==> src/hw/rtl/fnmf_pkg.sv <==
package fnmf_pkg;

  localparam int CFG_DATA_W   = 32;
  localparam int CFG_ADDR_W   = 3;
  localparam int WIDTH_REG_W  = 6;
  localparam int HEIGHT_REG_W = 10;
  localparam int ROW_W        = 10;
  localparam int COL_OUT_W    = 5;
  localparam int SMOOTH_W     = 8;
  localparam int OUT_DATA_W   = 24;
  localparam int OUT_PAD_W    = OUT_DATA_W - SMOOTH_W - ROW_W - COL_OUT_W;

  localparam logic [WIDTH_REG_W-1:0]  WIDTH_RESET  = 6'd5;
  localparam logic [HEIGHT_REG_W-1:0] HEIGHT_RESET = 10'd5;
  localparam logic [WIDTH_REG_W-1:0]  WIDTH_MIN    = 6'd2;
  localparam logic [HEIGHT_REG_W-1:0] HEIGHT_MIN   = 10'd2;

  typedef enum logic [0:0] {
    REG_WIDTH  = 1'b0,
    REG_HEIGHT = 1'b1
  } fnmf_reg_t;

  typedef enum logic [1:0] {
    DIV_2,
    DIV_3,
    DIV_4
  } fnmf_div_t;

  typedef struct packed {
    logic [WIDTH_REG_W-1:0]  w_eff;
    logic [HEIGHT_REG_W-1:0] h_eff;
    logic                    restart;
  } fnmf_cfg_t;

  typedef struct packed {
    logic                 emit;
    logic                 last;
    logic                 has_up;
    logic                 has_down;
    logic                 has_left;
    logic                 has_right;
    fnmf_div_t            div;
    logic [ROW_W-1:0]     row;
    logic [COL_OUT_W-1:0] col;
  } fnmf_tag_t;

endpackage

==> src/hw/rtl/fnmf_ram.sv <==
module fnmf_ram #(
  parameter int WIDTH = 8,
  parameter int DEPTH = 64
) (
  input  logic                     clk,
  input  logic                     we,
  input  logic [$clog2(DEPTH)-1:0] waddr,
  input  logic [WIDTH-1:0]         wdata,
  input  logic                     re,
  input  logic [$clog2(DEPTH)-1:0] raddr_a,
  input  logic [$clog2(DEPTH)-1:0] raddr_b,
  output logic [WIDTH-1:0]         rdata_a,
  output logic [WIDTH-1:0]         rdata_b
);

  logic [WIDTH-1:0] mem_r [DEPTH];
  logic [WIDTH-1:0] rd_a_r;
  logic [WIDTH-1:0] rd_b_r;

  // read returns old data on a same-address write
  always_ff @(posedge clk) begin
    if (we) begin
      mem_r[waddr] <= wdata;
    end
    if (re) begin
      rd_a_r <= mem_r[raddr_a];
      rd_b_r <= mem_r[raddr_b];
    end
  end

  assign rdata_a = rd_a_r;
  assign rdata_b = rd_b_r;

endmodule

==> src/hw/rtl/fnmf_regs.sv <==
module fnmf_regs
  import fnmf_pkg::*;
#(
  parameter int MAX_WIDTH = 32
) (
  input  logic                  clk,
  input  logic                  rst_n,
  input  logic                  psel,
  input  logic                  penable,
  input  logic                  pwrite,
  input  logic [CFG_ADDR_W-1:0] paddr,
  input  logic [CFG_DATA_W-1:0] pwdata,
  output logic [CFG_DATA_W-1:0] prdata,
  output logic                  pready,
  output fnmf_cfg_t             cfg
);

  localparam logic [WIDTH_REG_W-1:0] WIDTH_MAX = WIDTH_REG_W'(MAX_WIDTH);

  logic [WIDTH_REG_W-1:0]  width_r, width_nxt;
  logic [HEIGHT_REG_W-1:0] height_r, height_nxt;
  logic                    wr;
  fnmf_reg_t               sel;

  assign pready = 1'b1;
  assign wr     = psel && penable && pwrite;
  assign sel    = fnmf_reg_t'(paddr[2]);

  always_comb begin
    width_nxt  = width_r;
    height_nxt = height_r;
    if (wr) begin
      case (sel)
        REG_WIDTH:  width_nxt  = pwdata[WIDTH_REG_W-1:0];
        REG_HEIGHT: height_nxt = pwdata[HEIGHT_REG_W-1:0];
        default:    width_nxt  = width_r;
      endcase
    end
  end

  always_ff @(posedge clk) begin
    if (!rst_n) begin
      width_r  <= WIDTH_RESET;
      height_r <= HEIGHT_RESET;
    end else begin
      width_r  <= width_nxt;
      height_r <= height_nxt;
    end
  end

  always_comb begin
    case (sel)
      REG_WIDTH:  prdata = CFG_DATA_W'(width_r);
      REG_HEIGHT: prdata = CFG_DATA_W'(height_r);
      default:    prdata = '0;
    endcase
  end

  // out-of-range sizes clamp
  always_comb begin
    if (width_r < WIDTH_MIN) begin
      cfg.w_eff = WIDTH_MIN;
    end else if (width_r > WIDTH_MAX) begin
      cfg.w_eff = WIDTH_MAX;
    end else begin
      cfg.w_eff = width_r;
    end
    cfg.h_eff   = (height_r < HEIGHT_MIN) ? HEIGHT_MIN : height_r;
    cfg.restart = wr;
  end

endmodule

==> src/hw/rtl/fnmf_ctrl.sv <==
module fnmf_ctrl
  import fnmf_pkg::*;
#(
  parameter int MAX_WIDTH = 32
) (
  input  logic                              clk,
  input  logic                              rst_n,
  input  fnmf_cfg_t                         cfg,
  input  logic                              in_tvalid,
  output logic                              in_tready,
  input  logic                              s1_free,
  output logic                              issue,
  output logic                              ram_we,
  output logic [$clog2(2*MAX_WIDTH)-1:0]    ram_waddr,
  output logic [$clog2(2*MAX_WIDTH)-1:0]    ram_raddr_a,
  output logic [$clog2(2*MAX_WIDTH)-1:0]    ram_raddr_b,
  output fnmf_tag_t                         tag
);

  localparam int CW = $clog2(MAX_WIDTH);
  localparam int AW = $clog2(2*MAX_WIDTH);

  logic [CW-1:0]    col_r, col_nxt;
  logic [ROW_W-1:0] row_r, row_nxt;
  logic             bank_r, bank_nxt;
  logic             flush_r, flush_nxt;
  logic [CW-1:0]    fk_r, fk_nxt;
  logic             fbank_r, fbank_nxt;

  logic [WIDTH_REG_W-1:0] w_m1;
  logic [ROW_W-1:0]       h_m1;
  logic                   accept;
  logic                   flush_issue;
  logic                   cb;
  logic [CW-1:0]          cc;
  logic                   c_last;
  logic                   frame_end;
  logic [2:0]             n_terms;

  function automatic logic [AW-1:0] addr_of(input logic b, input logic [CW-1:0] c);
    logic [AW-1:0] base;
    base = b ? AW'(MAX_WIDTH) : '0;
    return base + AW'(c);
  endfunction

  assign w_m1        = cfg.w_eff - 6'd1;
  assign h_m1        = cfg.h_eff - 10'd1;
  assign in_tready   = s1_free && !flush_r;
  assign accept      = in_tvalid && in_tready;
  assign flush_issue = flush_r && s1_free;
  assign issue       = accept || flush_issue;

  // flush walks a virtual row below the frame with the banks swapped
  assign cb        = flush_r ? fbank_r : bank_r;
  assign cc        = flush_r ? fk_r : col_r;
  assign c_last    = (WIDTH_REG_W'(cc) == w_m1);
  assign frame_end = (row_r == h_m1) && c_last;

  assign ram_we      = accept;
  assign ram_waddr   = addr_of(bank_r, col_r);
  assign ram_raddr_a = addr_of(cb, cc);
  // right neighbour lookahead; at row end fetch column 0 of the row just written
  assign ram_raddr_b = c_last ? addr_of(cb, '0) : addr_of(!cb, cc + 1'b1);

  always_comb begin
    tag.emit      = flush_r || (row_r != '0);
    tag.last      = flush_r && c_last;
    tag.has_up    = flush_r || (row_r > 10'd1);
    tag.has_down  = !flush_r;
    tag.has_left  = (cc != '0);
    tag.has_right = !c_last;
    tag.row       = flush_r ? h_m1 : row_r - 10'd1;
    tag.col       = COL_OUT_W'(cc);
    n_terms = {2'b0, tag.has_up} + {2'b0, tag.has_down}
            + {2'b0, tag.has_left} + {2'b0, tag.has_right};
    case (n_terms)
      3'd4:    tag.div = DIV_4;
      3'd3:    tag.div = DIV_3;
      default: tag.div = DIV_2;
    endcase
  end

  always_comb begin
    col_nxt   = col_r;
    row_nxt   = row_r;
    bank_nxt  = bank_r;
    flush_nxt = flush_r;
    fk_nxt    = fk_r;
    fbank_nxt = fbank_r;
    if (cfg.restart) begin
      col_nxt   = '0;
      row_nxt   = '0;
      bank_nxt  = 1'b0;
      flush_nxt = 1'b0;
    end else begin
      if (accept) begin
        if (frame_end) begin
          col_nxt   = '0;
          row_nxt   = '0;
          bank_nxt  = 1'b0;
          flush_nxt = 1'b1;
          fk_nxt    = '0;
          fbank_nxt = !bank_r;
        end else if (c_last) begin
          col_nxt  = '0;
          row_nxt  = row_r + 10'd1;
          bank_nxt = !bank_r;
        end else begin
          col_nxt = col_r + 1'b1;
        end
      end
      if (flush_issue) begin
        if (c_last) begin
          flush_nxt = 1'b0;
        end else begin
          fk_nxt = fk_r + 1'b1;
        end
      end
    end
  end

  always_ff @(posedge clk) begin
    if (!rst_n) begin
      col_r   <= '0;
      row_r   <= '0;
      bank_r  <= 1'b0;
      flush_r <= 1'b0;
      fk_r    <= '0;
      fbank_r <= 1'b0;
    end else begin
      col_r   <= col_nxt;
      row_r   <= row_nxt;
      bank_r  <= bank_nxt;
      flush_r <= flush_nxt;
      fk_r    <= fk_nxt;
      fbank_r <= fbank_nxt;
    end
  end

  a_flush_starts: assert property (@(posedge clk) disable iff (!rst_n)
    (accept && frame_end && !cfg.restart) |=> flush_r)
    else $error("last word of frame did not start the row flush");

  a_flush_ends: assert property (@(posedge clk) disable iff (!rst_n)
    (flush_issue && c_last && !cfg.restart) |=> !flush_r)
    else $error("row flush ran past the frame width");

  a_pos_in_frame: assert property (@(posedge clk) disable iff (!rst_n)
    (WIDTH_REG_W'(col_r) <= w_m1) && (row_r <= h_m1))
    else $error("raster position outside the frame");

endmodule

==> src/hw/rtl/fnmf_calc.sv <==
module fnmf_calc
  import fnmf_pkg::*;
#(
  parameter int SAMPLE_BITS = 8
) (
  input  logic                          clk,
  input  logic                          rst_n,
  input  logic                          issue,
  input  logic signed [SAMPLE_BITS-1:0] sample_in,
  input  fnmf_tag_t                     tag_in,
  input  logic signed [SAMPLE_BITS-1:0] up_data,
  input  logic signed [SAMPLE_BITS-1:0] right_data,
  output logic                          s1_free,
  output logic                          out_tvalid,
  input  logic                          out_tready,
  output logic [OUT_DATA_W-1:0]         out_tdata,
  output logic                          out_tlast
);

  localparam int SUMW  = SAMPLE_BITS + 2;
  localparam int K     = SAMPLE_BITS + 3;
  localparam int RECIP = (2**K + 2) / 3;
  localparam logic [K-1:0] RECIP_L = K'(RECIP);

  logic                          s1_v_r, s1_v_nxt;
  logic signed [SAMPLE_BITS-1:0] s1_smp_r;
  fnmf_tag_t                     s1_tag_r;
  logic signed [SAMPLE_BITS-1:0] d1_r;
  logic signed [SAMPLE_BITS-1:0] d2_r;

  logic                 out_v_r, out_v_nxt;
  logic [SMOOTH_W-1:0]  out_smooth_r;
  logic [ROW_W-1:0]     out_row_r;
  logic [COL_OUT_W-1:0] out_col_r;
  logic                 out_last_r;

  logic                   out_can;
  logic                   out_load;
  logic signed [SUMW-1:0] t_down, t_up, t_left, t_right, sum;
  logic                   neg;
  logic [SUMW-1:0]        mag;
  logic [SUMW+K-1:0]      prod;
  logic [SUMW-1:0]        qa;
  logic signed [SUMW-1:0] q;
  logic [SUMW+SMOOTH_W-1:0] qx;

  assign out_can  = !out_v_r || out_tready;
  assign out_load = s1_v_r && s1_tag_r.emit && out_can;
  assign s1_free  = !s1_v_r || !s1_tag_r.emit || out_can;

  always_comb begin
    t_down  = s1_tag_r.has_down  ? SUMW'(s1_smp_r) : '0;
    t_up    = s1_tag_r.has_up    ? SUMW'(up_data)  : '0;
    t_left  = s1_tag_r.has_left  ? SUMW'(d2_r)     : '0;
    t_right = s1_tag_r.has_right ? SUMW'(right_data) : '0;
    sum     = t_down + t_up + t_left + t_right;
    neg     = sum[SUMW-1];
    mag     = neg ? -sum : sum;
    // divide by three through a scaled reciprocal, exact over the sum range
    prod    = mag * RECIP_L;
    case (s1_tag_r.div)
      DIV_4:   qa = mag >> 2;
      DIV_3:   qa = prod[SUMW+K-1:K];
      default: qa = mag >> 1;
    endcase
    q  = neg ? -qa : qa;
    qx = {{SMOOTH_W{q[SUMW-1]}}, q};
  end

  always_comb begin
    s1_v_nxt = s1_v_r;
    if (issue) begin
      s1_v_nxt = 1'b1;
    end else if (s1_free) begin
      s1_v_nxt = 1'b0;
    end
    out_v_nxt = out_v_r;
    if (out_load) begin
      out_v_nxt = 1'b1;
    end else if (out_tready) begin
      out_v_nxt = 1'b0;
    end
  end

  always_ff @(posedge clk) begin
    if (!rst_n) begin
      s1_v_r  <= 1'b0;
      out_v_r <= 1'b0;
    end else begin
      s1_v_r  <= s1_v_nxt;
      out_v_r <= out_v_nxt;
    end
  end

  // left neighbour is the lookahead word from two items back
  always_ff @(posedge clk) begin
    if (issue) begin
      s1_smp_r <= sample_in;
      s1_tag_r <= tag_in;
      d1_r     <= right_data;
      d2_r     <= d1_r;
    end
    if (out_load) begin
      out_smooth_r <= qx[SMOOTH_W-1:0];
      out_row_r    <= s1_tag_r.row;
      out_col_r    <= s1_tag_r.col;
      out_last_r   <= s1_tag_r.last;
    end
  end

  assign out_tvalid = out_v_r;
  assign out_tdata  = {{OUT_PAD_W{1'b0}}, out_col_r, out_row_r, out_smooth_r};
  assign out_tlast  = out_last_r;

  a_s1_holds: assert property (@(posedge clk) disable iff (!rst_n)
    (s1_v_r && s1_tag_r.emit && !out_can) |=> (s1_v_r && $stable(s1_tag_r)))
    else $error("pending result dropped while output stalled");

  a_out_load: assert property (@(posedge clk) disable iff (!rst_n)
    out_load |=> (out_v_r && out_last_r == $past(s1_tag_r.last)
                  && out_col_r == $past(s1_tag_r.col)))
    else $error("result register not loaded from stage one");

endmodule

==> src/hw/rtl/four_neighbour_mean_filter_top.sv <==
// throughput: one word per cycle while stage one is free and no row flush is running;
// results pass through one stage register and one output register
// the last word of a frame stops in_tready while the final row is read back from the
// two-bank line store, one column per cycle while stage one is free, through its two read ports
// reset: rst_n synchronous active low, clears position, flush and valid state, sets 5 x 5 size;
// the line store is not cleared
module four_neighbour_mean_filter_top
  import fnmf_pkg::*;
#(
  parameter int MAX_WIDTH   = 32,
  parameter int SAMPLE_BITS = 8
) (
  input  logic                                   clk,
  input  logic                                   rst_n,
  input  logic                                   in_tvalid,
  output logic                                   in_tready,
  // sample
  input  logic [((SAMPLE_BITS+7)/8)*8-1:0]       in_tdata,
  output logic                                   out_tvalid,
  input  logic                                   out_tready,
  // smoothed, out_row, out_col, zero pad
  output logic [OUT_DATA_W-1:0]                  out_tdata,
  output logic                                   out_tlast,
  input  logic                                   cfg_psel,
  input  logic                                   cfg_penable,
  input  logic                                   cfg_pwrite,
  input  logic [CFG_ADDR_W-1:0]                  cfg_paddr,
  input  logic [CFG_DATA_W-1:0]                  cfg_pwdata,
  output logic [CFG_DATA_W-1:0]                  cfg_prdata,
  output logic                                   cfg_pready
);

  localparam int AW = $clog2(2*MAX_WIDTH);

  fnmf_cfg_t                     cfg;
  fnmf_tag_t                     tag;
  logic                          s1_free;
  logic                          issue;
  logic                          ram_we;
  logic [AW-1:0]                 ram_waddr;
  logic [AW-1:0]                 ram_raddr_a;
  logic [AW-1:0]                 ram_raddr_b;
  logic [SAMPLE_BITS-1:0]        rd_up;
  logic [SAMPLE_BITS-1:0]        rd_right;
  logic signed [SAMPLE_BITS-1:0] sample;

  assign sample = in_tdata[SAMPLE_BITS-1:0];

  fnmf_regs #(
    .MAX_WIDTH(MAX_WIDTH)
  ) u_regs (
    .clk    (clk),
    .rst_n  (rst_n),
    .psel   (cfg_psel),
    .penable(cfg_penable),
    .pwrite (cfg_pwrite),
    .paddr  (cfg_paddr),
    .pwdata (cfg_pwdata),
    .prdata (cfg_prdata),
    .pready (cfg_pready),
    .cfg    (cfg)
  );

  fnmf_ctrl #(
    .MAX_WIDTH(MAX_WIDTH)
  ) u_ctrl (
    .clk        (clk),
    .rst_n      (rst_n),
    .cfg        (cfg),
    .in_tvalid  (in_tvalid),
    .in_tready  (in_tready),
    .s1_free    (s1_free),
    .issue      (issue),
    .ram_we     (ram_we),
    .ram_waddr  (ram_waddr),
    .ram_raddr_a(ram_raddr_a),
    .ram_raddr_b(ram_raddr_b),
    .tag        (tag)
  );

  fnmf_ram #(
    .WIDTH(SAMPLE_BITS),
    .DEPTH(2*MAX_WIDTH)
  ) u_line_store (
    .clk    (clk),
    .we     (ram_we),
    .waddr  (ram_waddr),
    .wdata  (sample),
    .re     (issue),
    .raddr_a(ram_raddr_a),
    .raddr_b(ram_raddr_b),
    .rdata_a(rd_up),
    .rdata_b(rd_right)
  );

  fnmf_calc #(
    .SAMPLE_BITS(SAMPLE_BITS)
  ) u_calc (
    .clk       (clk),
    .rst_n     (rst_n),
    .issue     (issue),
    .sample_in (sample),
    .tag_in    (tag),
    .up_data   (rd_up),
    .right_data(rd_right),
    .s1_free   (s1_free),
    .out_tvalid(out_tvalid),
    .out_tready(out_tready),
    .out_tdata (out_tdata),
    .out_tlast (out_tlast)
  );

endmodule

==> config.mk <==
export PLATFORM = sky130hd
export DESIGN_NAME = four_neighbour_mean_filter_top
export DESIGN_NICKNAME = d
export VERILOG_FILES = /design/src/hw/rtl/fnmf_pkg.sv /design/src/hw/rtl/fnmf_ram.sv /design/src/hw/rtl/fnmf_regs.sv /design/src/hw/rtl/fnmf_ctrl.sv /design/src/hw/rtl/fnmf_calc.sv /design/src/hw/rtl/four_neighbour_mean_filter_top.sv
export SDC_FILE = /design/constraint.sdc
export NUM_CORES = 1
export LEC_CHECK = 0
export BUFFER_PORTS_ARGS = -buffer_cell sky130_fd_sc_hd__buf_2
export CAP_MARGIN = 20
export CELL_PAD_IN_SITES_DETAIL_PLACEMENT = 0
export CELL_PAD_IN_SITES_GLOBAL_PLACEMENT = 1
export CORE_MARGIN = 3
export CORE_UTILIZATION = 58
export DETAILED_ROUTE_END_ITERATION = 10
export GPL_TIMING_DRIVEN = 0
export MAX_ROUTING_LAYER = met4
export PLACE_DENSITY = 0.86
export SLEW_MARGIN = 20
export SYNTH_ARGS = -nofsm -noshare
export SYNTH_HDL_FRONTEND = slang
export SYNTH_HIERARCHICAL = 1
export SYNTH_SLANG_ARGS = --single-unit
export TNS_END_PERCENT = 100
==> constraint.sdc <==
create_clock -name clk -period 13.3 [get_ports clk]
set_input_delay 1.33 -clock clk [delete_from_list [all_inputs] [get_ports clk]]
set_output_delay 1.33 -clock clk [all_outputs]
set_load 0.005 [all_outputs]
==> impl_metrics.csv <==
group,metric,value,unit
clock_network,cts_buffers,67,
setup_path,cp-end-kind,"flop",
setup_path,crit_type,"flop to flop",
clock_network,post-cts-setup-buffers,0,
setup_path,worstPathArrival,9700,ps
setup_path,reg2reg_from,"u_calc/s1_tag_r[19]$_DFFE_PP_",
clock_network,cts_tree,"built",
grt,grt_remaining_overflow,0,
routing,drt_iter0_drc,2532,
setup_path,r2r_slack,3920,ps
placement,place_hpwl,65200,microns
clock_network,cts_hold_buf,0,
floorplan,die_h,247,microns
floorplan,coreArea,56900,sq um
final_layout,fin_nets,2477,
synthesis,synth.top_cells.by_area,"edfxtp_1 (53%), mux4_2 (18%), ha_1 (3.1%)",
synthesis,synth_cell_type_count,106,
hold_path,hold-path-cell-count,0,
hold_path,hp-class,"flop to flop",
setup_path,reg2regPathDepth,30,
clock_network,cts_buffer_depth,3,
routing,drt_pass1_iterations,5,
hold_path,min_to,"u_calc/out_row_r[2]$_DFFE_PP_",
synthesis,yosysTopAreaCell,"edfxtp_1",
routing,wl,92900,microns
synthesis,syn_inst,2152,
synthesis,syn_area,33700,sq um
flow_run,maxCapViolations,0,
floorplan,dieArea,61000,sq um
grt,grt_pass1_vias,21145,
final_layout,drive_gt1_share,24.0,%
timing,setup_tns,0,ps
grt,antenna_found_initial,0,
timing,slew_headroom,22.0,%
synthesis,ys_async_sr_fraction,0,%
synthesis,ys_seq_elements,640,
synthesis,synth_most_common_cell,"edfxtp_1",
setup_path,path_depth,30,
timing,min_period,9380,ps
timing,rsz0062_at_grt,"no",
synthesis,syn_avg_cell_area,15.7,sq um
setup_path,critPathMaxFanout,8,
timing,fin_crit_sh,70.5,%
clock_network,h-tree-depth,3,
placement,portBuffers,61,
setup_path,cpMostUsedCell,"fa_1",
routing,avgRoutedWirePerCell,29.9,microns
timing,final_max_slew_viol_count,0,
clock_network,clk_latency,610,ps
synthesis,synth_top_cell_area_share,53.4,%
floorplan,die_w,247,microns
timing,hold_violations,0,
grt,grt_pass1_wl,138000,microns
setup_path,critPathTopFamily,"adder cells",
grt,grt_start_max_net_pins,66,
routing,final_antenna_net_count,0,
setup_path,required,13620,ps
setup_path,path_buf_inv,4,
timing,setup_viol,0,
synthesis,ys.flop_type,"edfxtp_1",
synthesis,ys_warn_count,6,
timing,skew,25.4,ps
synthesis,synth_edf_count,599,
clock_network,cts_num_sinks,640,
floorplan,start_util,59.2,%
clock_network,cts_root_buffer,"clkbuf_16",
timing,fmax,0.107,GHz
final_layout,fill_cells,3956,
setup_path,slowest_stage,"o21ai_0",
clock_network,cts.clk_slew.worst_paths,60,ps
final_layout,area_growth,10.1,%
synthesis,yosys-top-cells-count,"edfxtp_1 (599), mux4_2 (270), nor2_1 (122)",
routing,vias,21162,
floorplan,num_rows,87,
clock_network,cts-resized-gates,0,
hold_path,hp-start,"u_calc/s1_tag_r[7]$_DFFE_PP_",
timing,tightest_slew,1170,ps
setup_path,critPathMaxStageDelay,780,ps
routing,drc,0,
setup_path,startpoint_type,"flop",
final_layout,num_antenna_cells,0,
placement,gp_congestion,1.04,
synthesis,ys_seq_area_share,55.8,%
setup_path,r2r_end,"u_calc/out_smooth_r[4]$_DFFE_PP_",
floorplan,ios,110,
grt,globalRouteTotalUtil,32.3,%
status,status,"complete, no violations",
routing,via_per_inst,6.81,
## placed cells by master (no fill, tap or decap), drive strengths merged, types with 38 or more instances in the layout
cell    netlist  final
dfxtp        41     41
inv         105    106
mux2i        93     93
nand2       115    115
mux4        270    270
fa           39     39
o21ai        58     58
xnor2        39     39
nor2        125    125
clkbuf       54    143
edfxtp      599    599
nand3        38     38
ha           83     83
a21oi        47     47
buf         104    166
## worst max-delay path by stage
stage | start | endpoint | slack (ps)
CTS | u_calc/s1_tag_r[19]$_DFFE_PP_ | u_calc/out_smooth_r[4]$_DFFE_PP_ | 3870
finish | u_calc/s1_tag_r[19]$_DFFE_PP_ | u_calc/out_smooth_r[4]$_DFFE_PP_ | 3920
global placement | u_calc/s1_tag_r[19]$_DFFE_PP_ | u_calc/out_smooth_r[4]$_DFFE_PP_ | 3980
global route | u_calc/s1_tag_r[19]$_DFFE_PP_ | u_calc/out_smooth_r[4]$_DFFE_PP_ | 3200
floorplan | u_calc/s1_tag_r[19]$_DFFE_PP_ | u_calc/out_smooth_r[4]$_DFFE_PP_ | 4980
detailed placement | u_calc/s1_tag_r[19]$_DFFE_PP_ | u_calc/out_smooth_r[4]$_DFFE_PP_ | 3930
## state kept, by name (all words and copies together) (netlist names), 5 cells and up, named ones only
signal / count
u_ctrl/col_r: 5
u_calc/d1_r: 8
u_regs/height_r: 10
u_ctrl/fk_r: 5
u_calc/d2_r: 8
u_calc/out_col_r: 5
u_line_store/rdata_b: 8
u_regs/width_r: 6
u_calc/out_row_r: 10
u_calc/s1_tag_r: 23
u_line_store/rdata_a: 8
u_line_store/mem_r: 512
u_calc/s1_smp_r: 8
u_calc/out_smooth_r: 8
u_ctrl/row_r: 10
## routing by layer
layer  track usage, %  wire length (microns)  share of wire (%)  vias up
li1                 -                      -                  -     8750
met1             41.3                  34000                 37    10859
met2             49.7                  44100                 47     1299
met3             7.81                   9880                 11      254
met4             14.4                   4870                5.2        0
met5                -                      0                  0        -
## cell type report
type	count	area (sq um)	area share (%)
buffer	159	886	2.39
clock inverter	28	166	0.449
inverter	105	394	1.06
timing repair buffer	63	358	0.965
tap	756	946	2.55
clock buffer	88	1820	4.90
sequential	640	18800	50.7
multi-input combinational	1269	13700	37.0
## cells by family after synthesis
kind of cell / count (synthesis) / synth area share, %
fa+ha+maj: 122 / 5.40
flops: 640 / 55.8
mux: 371 / 21.1
xor+xnor: 69 / 1.92
other cells: 3 / 0.0334
simple gates: 441 / 6.65
buf+inv: 264 / 3.79
compound gates: 242 / 5.27
## metrics by stage
step / hold WS (ps) / area, sq um / util (%) / std cells / setup WS, ps
final: 404 / 37100 / 65.2 / 3108 / 3920
after global routing: 426 / 37100 / 65.2 / 3108 / 3200
after CTS: 398 / 37100 / 65.1 / 3108 / 3870
after detailed placement: 405 / 35100 / 61.6 / 2992 / 3930
after global placement: 400 / 35000 / 61.5 / 2990 / 3980
after floorplan: 400 / 33800 / - / 2173 / 4980
Power is not shown: default switching activity piles up to over one toggle a cycle in this logic, so the estimate is an artifact.
